`src/rtl/cpebp_pkg.sv`:
```
// ----------------------------------------------------------------------------
// cpebp_pkg
// Shared types and constants of the column-partitioned ELL bucket packer.
// ----------------------------------------------------------------------------
package cpebp_pkg;

    localparam int DEF_MAX_PARTS        = 8;
    localparam int DEF_MAX_BUCKETS      = 4;
    localparam int DEF_MAX_ROWS         = 1024;
    localparam int DEF_MAX_BUCKET_WIDTH = 32;
    localparam int DEF_COL_BITS         = 16;

    localparam int DEG_BITS  = 17;
    localparam int CFG_BITS  = 17;
    localparam int REG_BITS  = 3;
    localparam int ROW_BITS  = 10;
    localparam int NC_BITS   = 17;

    localparam logic [DEG_BITS-1:0] DEG_MAX = '1;

    typedef enum logic [1:0] {
        ACT_COUNT = 2'd0,
        ACT_PACK  = 2'd1,
        ACT_FLUSH = 2'd2,
        ACT_NONE  = 2'd3
    } action_t;

    typedef enum logic [REG_BITS-1:0] {
        REG_NUM_COLS  = 3'd0,
        REG_NUM_PARTS = 3'd1,
        REG_NUM_BKTS  = 3'd2,
        REG_BW0       = 3'd3,
        REG_BW1       = 3'd4,
        REG_BW2       = 3'd5,
        REG_BW3       = 3'd6
    } reg_idx_t;

endpackage

```
`src/rtl/cpebp_divider.sv`:
```
// ----------------------------------------------------------------------------
// cpebp_divider
// Restoring divider, one quotient bit per cycle, for the partition width and index.
// ----------------------------------------------------------------------------
module cpebp_divider
    import cpebp_pkg::*;
#(
    parameter int NB = 17
) (
    input  logic          aclk,
    input  logic          aresetn,
    input  logic          start,
    input  logic [NB-1:0] dividend,
    input  logic [NB-1:0] divisor,
    output logic          done,
    output logic [NB-1:0] quotient
);
    localparam int CB = $clog2(NB + 1);

    logic [NB-1:0] rem_reg, quo_reg, dvs_reg;
    logic [CB-1:0] cnt_reg;
    logic          busy_reg;
    logic          done_reg;
    logic [NB:0]   trial;

    assign trial    = {rem_reg, quo_reg[NB-1]} - {1'b0, dvs_reg};
    assign quotient = quo_reg;
    assign done     = done_reg;

    // shift one bit a cycle, subtract when it fits; flag the final quotient
    always_ff @(posedge aclk) begin
        if (!aresetn) begin
            busy_reg <= 1'b0;
            done_reg <= 1'b0;
            cnt_reg  <= '0;
        end else begin
            done_reg <= busy_reg && (cnt_reg == CB'(1));
            if (start) begin
                busy_reg <= 1'b1;
                cnt_reg  <= CB'(NB);
                rem_reg  <= '0;
                quo_reg  <= dividend;
                dvs_reg  <= divisor;
            end else if (busy_reg) begin
                if (!trial[NB]) begin
                    rem_reg <= trial[NB-1:0];
                    quo_reg <= {quo_reg[NB-2:0], 1'b1};
                end else begin
                    rem_reg <= {rem_reg[NB-2:0], quo_reg[NB-1]};
                    quo_reg <= {quo_reg[NB-2:0], 1'b0};
                end
                cnt_reg <= cnt_reg - CB'(1);
                if (cnt_reg == CB'(1)) begin
                    busy_reg <= 1'b0;
                end
            end
        end
    end
endmodule

```
`config.mk`:
```
export PLATFORM = sky130hd
export DESIGN_NAME = cpebp_divider
export DESIGN_NICKNAME = d
export VERILOG_FILES = /design/src/rtl/cpebp_pkg.sv /design/src/rtl/cpebp_divider.sv
export SDC_FILE = /design/constraint.sdc
export NUM_CORES = 1
export LEC_CHECK = 0
export ABC_AREA = 1
export BUFFER_PORTS_ARGS = -buffer_cell sky130_fd_sc_hd__buf_2
export CORE_ASPECT_RATIO = 0.75
export CORE_MARGIN = 5
export CORE_UTILIZATION = 38
export CTS_CLUSTER_DIAMETER = 30
export DETAILED_ROUTE_END_ITERATION = 8
export SLEW_MARGIN = 20
export SYNTH_ARGS = -nofsm -noshare
export SYNTH_HDL_FRONTEND = slang
export SYNTH_SLANG_ARGS = --single-unit
```
`constraint.sdc`:
```
create_clock -name aclk -period 2.6 [get_ports aclk]
set_clock_uncertainty 0.1 [all_clocks]
set_input_delay 0.52 -clock aclk [delete_from_list [all_inputs] [get_ports aclk]]
set_output_delay 0.52 -clock aclk [all_outputs]
set_load 0.005 [all_outputs]
```
==> metrics <==
Mapped Cells=457; TritonCTS clock tree=yes; WP data arrival=2.39 ns; gr usage total=0.153; placed cell areas=0.00410 mm^2; core box area=0.00954 mm^2; pre-CTS setup slack=~0.13 ns; clk buf depth=2; Synth top area share=0.419; Filler Cells Inserted=about 1000; cell chain of the critical path=inv_1 > ha_1 > fa_1 > inv_1 > nand3_1 > nand3_1 > nand2_1 > a21boi_1 > nor2_1 > nand2_1 > nand2_1 > nor2_1 > nor2_1; Nets=between 500 and 600; Layout Area Growth over Synthesis=20.6%; ys async rst share=0; Root Driver=clkbuf_16; hold crit path type=input port to flip-flop; VDD IR max=roughly 0.33 mV; vias in the first global route=2952; fin area=approximately 0.0044 mm^2; pins over their slew limit=0; initial antenna violation count=0; Worst-path clk slew=0.05 ns; post-route DRC violation count=0; Sequential cell area=0.00167 mm^2; Synthesized Nets=between 500 and 600; first-pass GRT wire length=between 10 and 15 mm; H-tree levels=3; share of layout cells above drive strength 1=0.217; actual slew at the worst max-slew pin=approximately 0.55 ns; Max Clk Rate=0.415 GHz; CP top delay family=simple AND/OR/NAND/NOR gates; total gr overflow=0; Starting Density=0.383; worst skew pair latency=0.33 ns; Seq/Total Area, Yosys=0.457; max-cap viol count=0; drt first-iter violations=roughly 210; drt total wl=roughly 8.4 mm; Synth area leader=edfxtp_1; via count=~3000; EDFF count, synth=51; Critical Path Source Type=flip-flop; most frequently used flop master after synthesis=edfxtp_1; Power Dens Cells=about 760 mW/mm^2; routability cong.=between 0.9 and 1; LEAKAGE=2.26 nW; die area=approximately 0.012 mm^2; Max Fanout on Critical Path=3; PortBufs=54; Detail Route Antenna Nets=0; Critical Path End Type=flip-flop; CP max stage cell=fa_1; n_diodes=0; Final min period=around 2.4 ns; Mean Syn Cell Area=around 8.0 um^2; crit share post-route=0.926; final setup fails=0; critical path's largest stage delay=0.40 ns; Setup Fix Bufs, Post-CTS=0; Crit Path Category=flip-flop to flip-flop; via/cell ratio=roughly 4.6; unrepaired setup endpoints after global routing=false; io pins=55; Post-Syn Area=between 0.003 and 0.004 mm^2; Synth cell types=35; final setup margin=0.193 ns; DP HPWL=around 6.4 mm; Worst Path Buf+Inv=2; Multi-input gate area=roughly 0.0016 mm^2; Req. time, crit path=2.59 ns; final hold vios=0; synth top area cells=edfxtp_1 (42%), nand2_1 (16%), inv_1 (7.1%), ha_1 (6.5%), nand3_1 (4.2%); flops & latches, synth=58; pin count of the biggest net entering global routing=34; Rel. slew slack=0.634; drt first pass iters=5; Final TNS setup=0 ns; Die H=~95 um; num rows=31; status=completed; Yosys Warn Count=0; Die Span X=123 um; clock sink count=58; CTS buffer count=9; Wirelength per Cell=12.7 um
cells in the mapped netlist, types with 3 or more instances:
master	n
a21oi_1	14
clkbuf_1	5
dfxtp_1	7
edfxtp_1	51
ha_1	19
inv_1	69
inv_2	5
nand2_1	158
nand2_2	4
nand2_4	4
nand3_1	31
nand4_1	3
nor2_1	32
nor2_2	20
o21ai_0	4
xor2_1	8
metrics by stage:
stage / instances / hold WS [ns] / utilization / power, mW
final: 658 / 0.260 / 0.462 / 3.36
after global routing: 658 / 0.246 / 0.462 / 3.57
after CTS: 658 / 0.245 / 0.462 / 3.39
after detailed placement: 642 / 0.367 / 0.430 / 2.17
after global placement: 642 / 0.363 / 0.430 / 2.16
after floorplan: 457 / 0.347 / - / 1.94
kinds of logic after synthesis:
logic type / count (synthesis) / share of synthesized area
buffers and inverters: 83 / 0.0927
AND/OR/NAND/NOR: 263 / 0.323
flip-flops: 58 / 0.457
AO/OA/AOI/OAI: 24 / 0.0353
adder cells (fa/ha/maj): 20 / 0.0705
XOR/XNOR: 9 / 0.0216
timing repair:
item	4_1_cts	5_1_grt
hold buffers	0	0
endpoints found under the hold margin	0	0
gates resized for setup	0	1
endpoints found under the setup margin	0	1
placed cells by master, fill, tap and decap left out, types with 7 or more instances in the layout:
cell type,instances
a21oi_1,14
buf_2,54
dfxtp_1,7
clkbuf_16,11
nand2_1,158
nor2_1,32
inv_1,69
edfxtp_1,51
nand3_1,31
nor2_2,20
xor2_1,8
ha_1,19
worst reg2reg max path: stages, from the launching register on:
cell and delay, ns:
edfxtp_1 0.38, inv_1 0.05, ha_1 0.22, fa_1 0.40, inv_1 0.09, nand3_1 0.07
nand3_1 0.12, nand2_1 0.13, a21boi_1 0.27, nor2_1 0.07, nand2_1 0.07, nand2_1 0.05
nor2_1 0.09, nor2_1 0.06
final timing paths:
check / startpoint / to / slack, ns / cells past startpoint
setup / recovery: quotient[16]$_DFFE_PP_ / rem_reg[12]$_SDFFCE_PP0P_ / 0.19 / 13
hold reg to reg: cnt_reg[4]$_SDFFE_PN0N_ / cnt_reg[4]$_SDFFE_PN0N_ / 0.38 / 2
hold / removal: divisor[11] / dvs_reg[11]$_DFFE_PP_ / 0.26 / 1
setup reg to reg: quotient[16]$_DFFE_PP_ / rem_reg[12]$_SDFFCE_PP0P_ / 0.19 / 13
metal layers:
| metal | GRT usage | wire, um | share of wire | up-vias |
|---|---|---|---|---|
| met5 | 0 | 0 | 0 | - |
| met3 | 0.0623 | 615 | 0.074 | 8 |
| met4 | 0.0295 | 55 | 0.0066 | 0 |
| li1 | - | - | - | 1574 |
| met1 | 0.218 | 4310 | 0.52 | 1351 |
| met2 | 0.220 | 3380 | 0.40 | 75 |
final cells by class:
type | count | share of cell area
clock buffer | 13 | 0.0664
inverter | 75 | 0.0638
sequential | 58 | 0.379
multi-input combinational | 316 | 0.373
tap | 132 | 0.0374
timing repair buffer | 61 | 0.0760
clock inverter | 3 | 0.00426
power breakdown:
group / switching (mW) / internal (mW)
registers: 0.0523 / 1.14
logic: 0.613 / 0.351
clock network: 0.421 / 0.785
Power figures use the tool's default switching activity.
